`src/rtl/cob_pkg.sv`:
```
`timescale 1ns / 1ps

package cob_pkg;

  // Pixel layouts. Code 3 carries the word through untouched.
  typedef enum logic [1:0] {
    FMT_ARGB8888 = 2'd0,
    FMT_RGB888   = 2'd1,
    FMT_RGB565   = 2'd2,
    FMT_RAW      = 2'd3
  } pix_fmt_t;

  localparam logic [2:0] REG_ALPHA  = 3'd0;
  localparam logic [2:0] REG_RED    = 3'd1;
  localparam logic [2:0] REG_GREEN  = 3'd2;
  localparam logic [2:0] REG_BLUE   = 3'd3;
  localparam logic [2:0] REG_FORMAT = 3'd4;

  // Channel lanes: index 2 is red, 1 is green, 0 is blue.
  localparam int unsigned NumChan = 3;
  localparam int unsigned DivSteps = 16;

  typedef logic [NumChan-1:0][7:0] chan_t;

  // Widen a 5-bit channel to 8 bits.
  function automatic logic [7:0] expand5(input logic [4:0] v);
    logic [13:0] t;
    t = 14'(v) * 14'd527 + 14'd23;
    return t[13:6];
  endfunction

  // Widen a 6-bit channel to 8 bits.
  function automatic logic [7:0] expand6(input logic [5:0] v);
    logic [13:0] t;
    t = 14'(v) * 14'd259 + 14'd33;
    return t[13:6];
  endfunction

  // Floor of x / 255, exact for every x up to 255 * 255.
  function automatic logic [7:0] div255(input logic [15:0] x);
    logic [16:0] t;
    t = {1'b0, x} + 17'(x[15:8]) + 17'd1;
    return t[15:8];
  endfunction

endpackage

```
`src/rtl/color_overlay_blend.sv`:
```
`timescale 1ns / 1ps
// A three-stage pipeline (unpack, multiply, scale) registers each pixel taken with start
// and shows it on pixel_out with done; one pixel per cycle while busy is low.
// A register write keeps busy high while a radix-2 divider with 16 steps
// unmultiplies the overlay color. Reset is synchronous: alpha 255, color 0, ARGB8888.
// The receiver cannot stall: each word on pixel_out is valid for the single cycle of done.
module color_overlay_blend (
  input  logic        clk,
  input  logic        rst,
  input  logic        start,
  output logic        busy,
  input  logic [31:0] pixel_in,
  input  logic        last_pixel,
  output logic        done,
  output logic [31:0] pixel_out,
  output logic        last_out,
  input  logic        wr_en,
  input  logic [2:0]  wr_index,
  input  logic [7:0]  wr_data
);
  import cob_pkg::*;

  // Configuration registers and their next values.
  logic [7:0] overlay_alpha, alpha_next;
  chan_t      overlay_color, color_next;
  pix_fmt_t   pixel_format, format_next;
  logic       cfg_hit;

  // Unmultiplied overlay and the divider that produces it.
  chan_t                          unmul;
  logic [7:0]                     div_alpha;
  logic [4:0]                     div_cnt;
  logic                           div_busy;
  logic [NumChan-1:0][7:0]        div_rem, div_rem_next;
  logic [NumChan-1:0][15:0]       div_quo, div_quo_next;
  logic [NumChan-1:0][15:0]       dividend;

  always_comb begin
    alpha_next  = overlay_alpha;
    color_next  = overlay_color;
    format_next = pixel_format;
    cfg_hit     = 1'b0;
    if (wr_en) begin
      case (wr_index)
        REG_ALPHA: begin
          alpha_next = wr_data;
          cfg_hit    = 1'b1;
        end
        REG_RED: begin
          color_next[2] = wr_data;
          cfg_hit       = 1'b1;
        end
        REG_GREEN: begin
          color_next[1] = wr_data;
          cfg_hit       = 1'b1;
        end
        REG_BLUE: begin
          color_next[0] = wr_data;
          cfg_hit       = 1'b1;
        end
        REG_FORMAT: begin
          format_next = pix_fmt_t'(wr_data[1:0]);
          cfg_hit     = 1'b1;
        end
        default: cfg_hit = 1'b0;
      endcase
    end
  end

  // One restoring step per lane: shift in the next dividend bit, subtract if it fits.
  always_comb begin
    logic [8:0] rem_shift;
    for (int i = 0; i < NumChan; i++) begin
      dividend[i]  = {color_next[i], 8'h00} - 16'(color_next[i]);
      rem_shift    = {div_rem[i], div_quo[i][15]};
      if (rem_shift >= {1'b0, div_alpha}) begin
        div_rem_next[i] = 8'(rem_shift - {1'b0, div_alpha});
        div_quo_next[i] = {div_quo[i][14:0], 1'b1};
      end else begin
        div_rem_next[i] = rem_shift[7:0];
        div_quo_next[i] = {div_quo[i][14:0], 1'b0};
      end
    end
  end

  always_ff @(posedge clk) begin
    if (rst) begin
      overlay_alpha <= 8'd255;
      overlay_color <= '0;
      pixel_format  <= FMT_ARGB8888;
      unmul         <= '0;
      div_busy      <= 1'b0;
      div_cnt       <= '0;
    end else begin
      overlay_alpha <= alpha_next;
      overlay_color <= color_next;
      pixel_format  <= format_next;
      if (cfg_hit) begin
        // Any write to a defined register restarts the divider on the freshly written values.
        div_busy <= 1'b1;
        div_cnt  <= 5'(DivSteps);
      end else if (div_busy) begin
        if (div_cnt != '0) begin
          div_cnt <= div_cnt - 5'd1;
        end else begin
          div_busy <= 1'b0;
          for (int i = 0; i < NumChan; i++) begin
            unmul[i] <= (div_alpha == '0) ? 8'h00 : div_quo[i][7:0];
          end
        end
      end
    end
  end

  always_ff @(posedge clk) begin
    if (cfg_hit) begin
      div_alpha <= alpha_next;
      div_rem   <= '0;
      div_quo   <= dividend;
    end else if (div_busy && div_cnt != '0) begin
      div_rem <= div_rem_next;
      div_quo <= div_quo_next;
    end
  end

  assign busy = div_busy;

  // Stage 1: unpack the word into three 8-bit channels.
  logic        s1_valid, s2_valid;
  pix_fmt_t    s1_fmt, s2_fmt;
  logic [31:0] s1_raw, s2_raw;
  logic        s1_last, s2_last;
  chan_t       s1_chan, unpack_chan;
  logic [NumChan-1:0][15:0] s2_sum, blend_sum;
  logic        accept;

  assign accept = start && !div_busy;

  always_comb begin
    case (pixel_format)
      FMT_ARGB8888, FMT_RGB888: begin
        unpack_chan = {pixel_in[23:16], pixel_in[15:8], pixel_in[7:0]};
      end
      FMT_RGB565: begin
        unpack_chan = {expand5(pixel_in[15:11]), expand6(pixel_in[10:5]),
                       expand5(pixel_in[4:0])};
      end
      default: unpack_chan = '0;
    endcase
  end

  // Stage 2: weight overlay and background by alpha and its complement.
  always_comb begin
    for (int i = 0; i < NumChan; i++) begin
      blend_sum[i] = 16'(unmul[i]) * 16'(overlay_alpha)
                   + 16'(s1_chan[i]) * 16'(8'd255 - overlay_alpha);
    end
  end

  always_ff @(posedge clk) begin
    if (rst) begin
      s1_valid <= 1'b0;
      s2_valid <= 1'b0;
      done     <= 1'b0;
    end else begin
      s1_valid <= accept;
      s2_valid <= s1_valid;
      done     <= s2_valid;
    end
  end

  always_ff @(posedge clk) begin
    s1_fmt  <= pixel_format;
    s1_raw  <= pixel_in;
    s1_last <= last_pixel;
    s1_chan <= unpack_chan;
    s2_fmt  <= s1_fmt;
    s2_raw  <= s1_raw;
    s2_last <= s1_last;
    s2_sum  <= blend_sum;
  end

  // Stage 3: scale by 1/255 and repack in the pixel's own layout.
  chan_t       mix;
  logic [31:0] packed_word;

  always_comb begin
    for (int i = 0; i < NumChan; i++) begin
      mix[i] = div255(s2_sum[i]);
    end
    case (s2_fmt)
      FMT_ARGB8888: packed_word = {8'hFF, mix[2], mix[1], mix[0]};
      FMT_RGB888:   packed_word = {8'h00, mix[2], mix[1], mix[0]};
      FMT_RGB565:   packed_word = {16'h0000, mix[2][7:3], mix[1][7:2], mix[0][7:3]};
      FMT_RAW:      packed_word = s2_raw;
      default:      packed_word = s2_raw;
    endcase
  end

  always_ff @(posedge clk) begin
    pixel_out <= packed_word;
    last_out  <= s2_last;
  end

endmodule
```
`config.mk`:
```
export PLATFORM = sky130hd
export DESIGN_NAME = color_overlay_blend
export DESIGN_NICKNAME = d
export VERILOG_FILES = /design/src/rtl/cob_pkg.sv /design/src/rtl/color_overlay_blend.sv
export SDC_FILE = /design/constraint.sdc
export NUM_CORES = 1
export LEC_CHECK = 0
export ABC_AREA = 1
export BUFFER_PORTS_ARGS = -buffer_cell sky130_fd_sc_hd__buf_2
export CAP_MARGIN = 20
export CORE_ASPECT_RATIO = 1.5
export CORE_MARGIN = 2
export CORE_UTILIZATION = 50
export CTS_CLUSTER_SIZE = 20
export DETAILED_ROUTE_END_ITERATION = 8
export PLACE_DENSITY = 0.66
export SLEW_MARGIN = 25
export SYNTH_ARGS = -nofsm -noshare
export SYNTH_HDL_FRONTEND = slang
export SYNTH_SLANG_ARGS = --single-unit
```
`constraint.sdc`:
```
create_clock -name clk -period 11.9 [get_ports clk]
set_clock_uncertainty 0.15 [all_clocks]
set_input_delay 2.975 -clock clk [delete_from_list [all_inputs] [get_ports clk]]
set_output_delay 2.975 -clock clk [all_outputs]
set_load 0.01 [all_outputs]
```
Word level (Yosys, flattened, before mapping)
Cells that the tools add are included. Widths: inputs -> output; s select.

$add $sub $neg: 20. Multipliers: 9. $lt $le $gt $ge: 3. Eq/ne operators: 9. Mux-type cells: 27. Bitwise gates (word level): 2. Reductions and logical operators: 18.

Operators with widths (count): $pmux 32 s4 (1); $mux 48 (2); $mux 8 (11); $add 16x1->16 const B (3); $add 16x16->16 (3); $add 16x8->16 (3); $mul 8x8->16 (3); $pmux 24 s2 (1); $sub 16x8->16 (3); $mul 8x16->16 (2); $add 14x5->14 const B (2); $mul 5x10->14 const B (2); $ge 9x8->1 (3); $mux 24 (1); $sub 8x8->8 (3); $mul 9x9->16 (1); $mux 5 (3); $add 14x6->14 const B (1); $mul 6x9->14 const B (1); $sub 8x8->9 const A (1); $logic_not 8->1 (1); $mux 1 (8); $eq 2x2->1 const B (3); $eq 3x2->1 const B (2); other kinds (15) (24).

Bits in registers: 322. Bits of input ports: 48. Output and inout port bits: 35.

Logic depth before layout (Yosys ltp)
Gate-level depths: netlist (run 1).

Depth in word-level cells: 6. Mapped depth: 24. Depth with buffers taken out: 23.

Worst setup path after synthesis (run 1)
No wires, ideal clock.

Kind: register to register. Start point: register overlay_alpha[5]. End point: register s2_sum[27] in the netlist's numbering. Data arrival time: 5.318 ns. Data required time: 11.638 ns. Slack: 6.320 ns. Stages on the path, launching flop included: 21. Path buffers: 2. Clock period less this slack: 5.580 ns. Path through: dfxtp_1 > clkbuf_1 > clkbuf_1 > nand2_1 > fa_1 > fa_1 > fa_1 > inv_1 > fa_1 > fa_1 > inv_1 > fa_1 > inv_1 > ha_1 > a21oi_1 > a21boi_0 > o21ai_0 > nand3_1 > nand2_1 > nand2_1 > nand2_1.

RTL lines: start: declaration (RTL line color_overlay_blend.sv:24) `logic [7:0] overlay_alpha, alpha_next;`; start signal: assignment (RTL line color_overlay_blend.sv:95) `overlay_alpha <= alpha_next;`; end signal: assignment (RTL line color_overlay_blend.sv:180) `s2_sum <= blend_sum;`; end: declaration (RTL line color_overlay_blend.sv:134) `logic [NumChan-1:0][15:0] s2_sum, blend_sum;`.

==> results of run 1 <==
-- state kept, by name (all words and copies together), names as in the netlist, 2 cells and up --
signal and cells:
s2_fmt 2, overlay_alpha 8, pixel_out 32, unmul 24, div_cnt 5, s2_raw 32, s2_sum 48, div_alpha 8
s1_raw 32, div_rem 24, pixel_format 2, overlay_color 24, div_quo 48, s1_fmt 2, s1_chan 24
-- area by class of cell --
class                      count  area, sq um  share of cell area
clock inverter                21          255             0.00826
tap                          763          955              0.0309
clock buffer                  43          978              0.0317
antenna                        1         2.50           0.0000810
timing repair buffer          95          508              0.0164
inverter                     770         2890              0.0935
sequential                   322         7010               0.227
multi-input combinational   2457        18300               0.593
-- cell usage in the layout, fill, tap and decap left out, drive strengths merged, types with 7 or more instances in the layout --
cell	synthesis	layout
o21ai	78	78
clkbuf	81	43
nor3	15	15
xor2	35	35
nand3	237	237
buf	23	95
a21o	11	11
edfxtp	56	56
or2	7	7
o21bai	10	10
a31oi	8	8
nor2	302	302
nand4	31	31
inv	765	771
nand2	914	914
clkinv	5	14
ha	295	295
fa	307	307
dfxtp	266	266
o21a	9	9
nand3b	22	22
a21oi	121	121
xnor2	24	24
-- layer usage --
metal,share of wire,track usage,vias to the layer above,wire length [microns]
li1,-,-,11200,-
met1,0.39,0.297,10900,28100
met2,0.52,0.452,512,37000
met3,0.043,0.0283,158,3050
met4,0.047,0.108,0,3390
met5,0,0,-,0
-- logic make-up after synthesis --
logic type,synth area share
flip-flops,0.245
AND/OR/NAND/NOR,0.229
buffers and inverters,0.116
XOR/XNOR,0.0181
other,0.000131
adder cells (fa/ha/maj),0.344
AO/OA/AOI/OAI,0.0487
-- worst paths after layout --
check                                                 start            endpoint  slack [ps]  cells past startpoint
worst max-delay path            overlay_alpha[3]$_SDFF_PP1_  s2_sum[27]$_DFF_P_        5780                     22
worst max register to register  overlay_alpha[3]$_SDFF_PP1_  s2_sum[27]$_DFF_P_        5780                     22
worst min-delay path                        s1_last$_DFF_P_     s2_last$_DFF_P_         180                      0
worst min register to register              s1_last$_DFF_P_     s2_last$_DFF_P_         180                      0
-- report_power, final --
part	total, W	switching, W	leakage, nW	internal (W)
Sequential	0.00136	0.000106	2.73	0.00125
Combinational	0.00111	0.000700	13.5	0.000407
Clock	0.00117	0.000498	0.600	0.000667
-- per-stage QoR --
stage | util | power, W | setup WS, ps | cell area, sq um
2_1_floorplan | - | 0.00216 | 6320 | 28600
3_3_place_gp | 0.523 | 0.00246 | 5910 | 29700
3_5_place_dp | 0.523 | 0.00248 | 5820 | 29700
4_1_cts | 0.544 | 0.00366 | 5820 | 30900
5_1_grt | 0.545 | 0.00389 | 5490 | 30900
6_report | 0.545 | 0.00363 | 5780 | 30900
==> summary.json, run 1 <==
{
  "status": {
    "run_status": "finished, final reports clean"
  },
  "sta": {
    "layout_worst_path_cycle_share": 0.514,
    "final-hold-violation-count": 0,
    "worst_pin_slew_ps": 953,
    "setup-violations-final": 0,
    "maximum_clock_frequency_ghz": 0.163,
    "slew_headroom": 0.364,
    "holdWs_ps": 176,
    "grt_setup_unrepaired": "false",
    "fin_setup_tns_ps": 0,
    "drv_slew": 0,
    "post-route-min-period_ps": 6120
  },
  "routing": {
    "post_drt_wl_per_cell_microns": 16.0,
    "final_antenna_net_count": 0,
    "detail_route.wirelength_microns": 71600,
    "vias": 22700,
    "drt_first_pass_iters": 6,
    "drc": 0,
    "initialDrtViolationCount": 1192,
    "route.detailed.vias_per_inst": 5.08
  },
  "floorplan": {
    "floorplan.io_pins": 83,
    "floorplan_core_area_sq_um": 56800,
    "fp.dieArea_sq_um": 59200,
    "die_height_microns": 297,
    "initial_utilization": 0.504,
    "floorplan.die.width_microns": 199,
    "num_rows": 107
  },
  "pwr": {
    "leak_pwr_nw": 16.9,
    "powerDensity_nw_per_um2": 117,
    "peakVddDrop_v": 0.000143
  },
  "yosys": {
    "synth_top_cell_area_share": 0.215,
    "mappedNetlistArea_sq_um": 28600,
    "library_cell_with_the_highest_instance_count_after_synthesis": "sky130_fd_sc_hd__nand2_1",
    "post_synth.cell_area_avg_sq_um": 7.84,
    "synth-seq-cells": 322,
    "ys_top_cells_by_count": "887 x sky130_fd_sc_hd__nand2_1, 760 x sky130_fd_sc_hd__inv_1, 307 x sky130_fd_sc_hd__fa_1, 295 x sky130_fd_sc_hd__ha_1, 289 x sky130_fd_sc_hd__nor2_1",
    "synth_edf_count": 56,
    "yosysUniqueCellTypes": 49,
    "post-synth-top-area-cell": "sky130_fd_sc_hd__fa_1",
    "fraction_of_synthesis_flops_using_an_asynchronous_set_or_reset_pin": 0,
    "synth_warnings": 0,
    "synth-seq-area-share": 0.245,
    "synthFlopType": "sky130_fd_sc_hd__dfxtp_1",
    "postSynthCellCount": 3651,
    "post_synth_main_area_contributors": "sky130_fd_sc_hd__fa_1 21%, sky130_fd_sc_hd__dfxtp_1 19%, sky130_fd_sc_hd__ha_1 13%"
  },
  "clock_network": {
    "tritoncts": "yes",
    "clk_transition_reported_paths_ps": 60,
    "post-cts-setup-buffers": 0,
    "clk_root_buffer_cell": "sky130_fd_sc_hd__clkbuf_16",
    "cts_sinks": 322,
    "clock_latency_ps": 570,
    "gates_resized_cts_repair": 0,
    "cts_max_path_buffers": 3,
    "clock_buffer_count_from_cts": 35,
    "cts_hold_repair.buffers": 0,
    "maximum_level_of_the_cts_h_tree": 2
  },
  "placed_design": {
    "detailed_place_hpwl_microns": 57000,
    "number_of_placed_instances_with_taps_included": 4407,
    "place.gp.congestion": 0.938,
    "port-buffer-count": 82
  },
  "setup_path": {
    "path_class": "flop to flop",
    "crit_buf_inv": 7,
    "setup.worst_path.start_class": "flop",
    "critical-path-top-cell-by-count": "sky130_fd_sc_hd__fa_1",
    "worst_path_largest_cell_delay_ps": 540,
    "critical_path.max_fanout": 40,
    "crit_chain": "buf_4, clkinv_1, nand2_1, fa_1, inv_1, fa_1, inv_1, fa_1, inv_1, fa_1, fa_1, inv_1, fa_1, inv_1, ha_1, a21oi_1, a21boi_0, o21ai_0, nand3_1, nand2_1, nand2_1, nand2_1",
    "crit_path_top_delay_cell": "sky130_fd_sc_hd__clkinv_1",
    "critical_path.top_delay_family": "adder cells",
    "end_kind": "flop",
    "cp.arrival_ps": 6430,
    "worst-endpoint-required_ps": 12200
  },
  "final_layout": {
    "drive_above_1_share": 0.0593,
    "instances_no_fill": 4472,
    "syn2layout_area_growth_pct": 7.99,
    "nets": 4331,
    "fillCellCount": 5546
  },
  "global_routing": {
    "grt_first_pass_wirelength_microns": 118000,
    "grt-ovfl-total": 0,
    "initial_antenna_violation_count": 1,
    "globalRouteTotalUtil": 0.251,
    "grt_max_degree": 56,
    "number_of_global_route_vias_before_repair": 23000
  },
  "worst_hold_path": {
    "min_path_type": "flop to flop"
  },
  "job": {
    "maxCapViolations": 0
  }
}
Power figures use the tool's default switching activity.
==> run 2: changes to the inputs <==
PLACE_DENSITY = 0.69   (was 0.66)
clock period = 5.5 ns   (was 11.9 ns; I/O delays follow)
==> summary.json, run 2 (synthesized netlist as in run 1, its figures left out) <==
{
  "pwr": {
    "power.combinational.fraction": {"value": 0.314, "change": "was 0.305"},
    "leak_pwr": {"value": 17.1, "unit": "nW", "change": "was 16.9 nW"},
    "post-layout-total-power": {"value": 0.00790, "unit": "W", "change": "was 0.00363 W"},
    "power.net_switching": {"value": 0.00285, "unit": "W", "change": "was 0.00130 W"},
    "p_int": {"value": 0.00505, "unit": "W", "change": "was 0.00232 W"},
    "power.share.sequential": {"value": 0.369, "change": "was 0.374"},
    "peakVddDrop": {"value": 0.000250, "unit": "V", "change": "was 0.000143 V"},
    "clock_power_share": {"value": 0.316, "change": "was 0.321"},
    "powerDensity": {"value": 251, "unit": "nW/um^2", "change": "was 117 nW/um^2"},
    "sw_frac_of_total": {"value": 0.360, "change": "about the same"}
  },
  "routing": {
    "initialDrtViolationCount": {"value": 1190, "change": "was 1,192"},
    "drc": {"value": 0, "change": "unchanged"},
    "vias": {"value": 23100, "change": "was 22,700"},
    "post_drt_wl_per_cell": {"value": 15.9, "unit": "microns", "change": "was 16.0 microns"},
    "detail_route.wirelength": {"value": 71700, "unit": "microns", "change": "was 71,600 microns"},
    "drt_first_pass_iters": {"value": 6, "change": "unchanged"},
    "route.detailed.vias_per_inst": {"value": 5.11, "change": "was 5.08"},
    "final_antenna_net_count": {"value": 0, "change": "unchanged"}
  },
  "placed_design": {
    "dpl-instance-area": {"value": 30100, "unit": "sq um", "change": "was 29,700 sq um"},
    "port-buffer-count": {"value": 82, "change": "unchanged"},
    "detailed_place_hpwl": {"value": 57700, "unit": "microns", "change": "was 57,000 microns"},
    "place.gp.congestion": {"value": 0.923, "change": "was 0.938"},
    "number_of_placed_instances_with_taps_included": {"value": 4456, "change": "was 4,407"}
  },
  "floorplan": {
    "floorplan_core_area": {"value": 56800, "unit": "sq um", "change": "unchanged"},
    "fp.dieArea": {"value": 59200, "unit": "sq um", "change": "unchanged"},
    "floorplan.die.width": {"value": 199, "unit": "microns", "change": "unchanged"},
    "num_rows": {"value": 107, "change": "unchanged"},
    "initial_utilization": {"value": 0.504, "change": "unchanged"},
    "floorplan.io_pins": {"value": 83, "change": "unchanged"},
    "die_height": {"value": 297, "unit": "microns", "change": "unchanged"}
  },
  "global_routing": {
    "grt_max_degree": {"value": 53, "change": "was 56"},
    "grt_first_pass_wirelength": {"value": 116000, "unit": "microns", "change": "was 118,000 microns"},
    "grt-ovfl-total": {"value": 0, "change": "unchanged"},
    "globalRouteTotalUtil": {"value": 0.248, "change": "was 0.251"},
    "number_of_global_route_vias_before_repair": {"value": 23300, "change": "was 23,000"},
    "initial_antenna_violation_count": {"value": 1, "change": "unchanged"}
  },
  "final_layout": {
    "drive_above_1_share": {"value": 0.0806, "change": "was 0.0593"},
    "most-common-layout-cells": {"value": "887 x sky130_fd_sc_hd__nand2_1, 756 x sky130_fd_sc_hd__inv_1, 307 x sky130_fd_sc_hd__fa_1, 287 x sky130_fd_sc_hd__nor2_1, 287 x sky130_fd_sc_hd__ha_1", "change": "was 887 x sky130_fd_sc_hd__nand2_1, 760 x sky130_fd_sc_hd__inv_1, 307 x sky130_fd_sc_hd__fa_1, 295 x sky130_fd_sc_hd__ha_1, 287 x sky130_fd_sc_hd__nor2_1"},
    "instances_no_fill": {"value": 4524, "change": "was 4,472"},
    "finish.instance_area": {"value": 31500, "unit": "sq um", "change": "was 30,900 sq um"},
    "syn2layout_area_growth": {"value": 10.0, "unit": "%", "change": "was 7.99%"},
    "mostFrequentLayoutCell": {"value": "sky130_fd_sc_hd__nand2_1", "change": "unchanged"},
    "top_regs": {"value": "div_quo: 48 flops, s2_sum: 48 flops", "change": "unchanged"},
    "utilization_after_layout": {"value": 0.555, "change": "was 0.545"},
    "nets": {"value": 4382, "change": "was 4,331"}
  },
  "setup_path": {
    "crit_path_top_delay_cell": {"value": "sky130_fd_sc_hd__fa_1", "change": "was sky130_fd_sc_hd__clkinv_1"},
    "critical-path-top-cell-by-count": {"value": "sky130_fd_sc_hd__fa_1", "change": "unchanged"},
    "rr_worst_depth": {"value": 21, "change": "was 22"},
    "worst-endpoint-required": {"value": 5820, "unit": "ps", "change": "was 12,200 ps"},
    "path_class": {"value": "flop to flop", "change": "unchanged"},
    "critical_path.top_delay_family": {"value": "adder cells", "change": "unchanged"},
    "worst_reg2reg_startpoint": {"value": "overlay_alpha[5]$_SDFF_PP1_", "change": "was overlay_alpha[3]$_SDFF_PP1_"},
    "crit_chain": {"value": "buf_12, inv_1, buf_4, nand2_1, fa_1, fa_1, inv_1, fa_1, fa_1, fa_1, inv_1, fa_1, inv_1, ha_1, a21oi_2, o21ai_1, o21bai_1, nand3_1, nand2_1, nand2_1, nand2_1", "change": "was buf_4, clkinv_1, nand2_1, fa_1, inv_1, fa_1, inv_1, fa_1, inv_1, fa_1, fa_1, inv_1, fa_1, inv_1, ha_1, a21oi_1, a21boi_0, o21ai_0, nand3_1, nand2_1, nand2_1, nand2_1"},
    "crit_buf_inv": {"value": 6, "change": "was 7"},
    "setup.worst_path.start_class": {"value": "flop", "change": "unchanged"},
    "critical_path.max_fanout": {"value": 17, "change": "was 40"},
    "end_kind": {"value": "flop", "change": "unchanged"},
    "reg2reg_to": {"value": "s2_sum[45]$_DFF_P_", "change": "was s2_sum[27]$_DFF_P_"},
    "worst_path_largest_cell_delay": {"value": 550, "unit": "ps", "change": "was 540 ps"},
    "cp.arrival": {"value": 5620, "unit": "ps", "change": "was 6430 ps"},
    "ff2ff_setup_slack": {"value": 200, "unit": "ps", "change": "was 5780 ps"}
  },
  "clock_network": {
    "cts_sinks": {"value": 322, "change": "unchanged"},
    "clock_latency": {"value": 570, "unit": "ps", "change": "about the same"},
    "cts_hold_repair.buffers": {"value": 0, "change": "unchanged"},
    "clk_transition_reported_paths": {"value": 70, "unit": "ps", "change": "was 60 ps"},
    "clock_buffer_count_from_cts": {"value": 36, "change": "was 35"},
    "tritoncts": {"value": "yes", "change": "unchanged"},
    "clk_root_buffer_cell": {"value": "sky130_fd_sc_hd__clkbuf_16", "change": "unchanged"},
    "cts_max_path_buffers": {"value": 3, "change": "unchanged"},
    "maximum_level_of_the_cts_h_tree": {"value": 2, "change": "unchanged"}
  },
  "sta": {
    "setup-violations-final": {"value": 0, "change": "unchanged"},
    "layout_worst_path_cycle_share": {"value": 0.963, "change": "was 0.514"},
    "final-hold-violation-count": {"value": 0, "change": "unchanged"},
    "post-route-min-period": {"value": 5300, "unit": "ps", "change": "was 6120 ps"},
    "holdWs": {"value": 174, "unit": "ps", "change": "was 176 ps"},
    "maximum_clock_frequency": {"value": 0.189, "unit": "GHz", "change": "was 0.163 GHz"},
    "slew_headroom": {"value": 0.375, "change": "was 0.364"},
    "worst_pin_slew": {"value": 936, "unit": "ps", "change": "was 953 ps"},
    "drv_slew": {"value": 0, "change": "unchanged"}
  },
  "worst_hold_path": {
    "hold_path_end": {"value": "s2_raw[13]$_DFF_P_", "change": "was s2_last$_DFF_P_"},
    "min_path_type": {"value": "flop to flop", "change": "unchanged"},
    "hold_depth": {"value": 0, "change": "unchanged"},
    "timing.hold.worst.start": {"value": "s1_raw[13]$_DFF_P_", "change": "was s1_last$_DFF_P_"}
  },
  "job": {
    "maxCapViolations": {"value": 0, "change": "unchanged"}
  },
  "status": {
    "run_status": {"value": "finished, final reports clean", "change": "unchanged"}
  }
}
## run 2: repair_timing
item	in CTS	in global routing
endpoints found under the setup margin	0	18
resized for setup	0	48
setup buffers	0	0
## run 2: worst max path at each step
stage,start,endpoint,cells past startpoint
after detailed placement,overlay_alpha[3]$_SDFF_PP1_,s2_sum[45]$_DFF_P_,19
after CTS,overlay_alpha[3]$_SDFF_PP1_,s2_sum[45]$_DFF_P_,19
after floorplan,overlay_alpha[5]$_SDFF_PP1_,s2_sum[27]$_DFF_P_,20
final,overlay_alpha[5]$_SDFF_PP1_,s2_sum[45]$_DFF_P_,21
after global placement,overlay_alpha[3]$_SDFF_PP1_,s2_sum[45]$_DFF_P_,19
after global routing,unmul[8]$_SDFFE_PP0P_,s2_sum[30]$_DFF_P_,19
## run 2: routing by layer
metal / GRT usage / part of all wire / vias to the layer above
met2: 0.444 / 0.51 / 639
met4: 0.128 / 0.060 / 0
met1: 0.290 / 0.39 / 11000
li1: - / - / 11300
met3: 0.0270 / 0.042 / 209
met5: 0 / 0 / -
## run 2: layout make-up
type                       count  area, sq um
timing repair buffer         145         1010
clock inverter                21          221
sequential                   322         7020
antenna                        1         2.50
inverter                     770         2890
fill                        5392        25300
tap                          763          955
clock buffer                  45          996
multi-input combinational   2457        18400
## run 2: power by group through the flow
| stage | Clock, W | Sequential (W) | Combinational, W |
|---|---|---|---|
| final | 0.00250 | 0.00292 | 0.00248 |
| after global routing | 0.00265 | 0.00294 | 0.00286 |
| after CTS | 0.00256 | 0.00291 | 0.00245 |
| after detailed placement | 0 | 0.00296 | 0.00243 |
| after global placement | 0 | 0.00296 | 0.00238 |
| after floorplan | 0 | 0.00289 | 0.00177 |
## run 2: through the flow
| stage | setup TNS (ps) | setup WS [ps] |
|---|---|---|
| after floorplan | 0 | 5.56 |
| after global placement | 0 | 138 |
| after detailed placement | 0 | 38.4 |
| after CTS | 0 | 29.4 |
| after global routing | -20.3 | -11.6 |
| final | 0 | 202 |
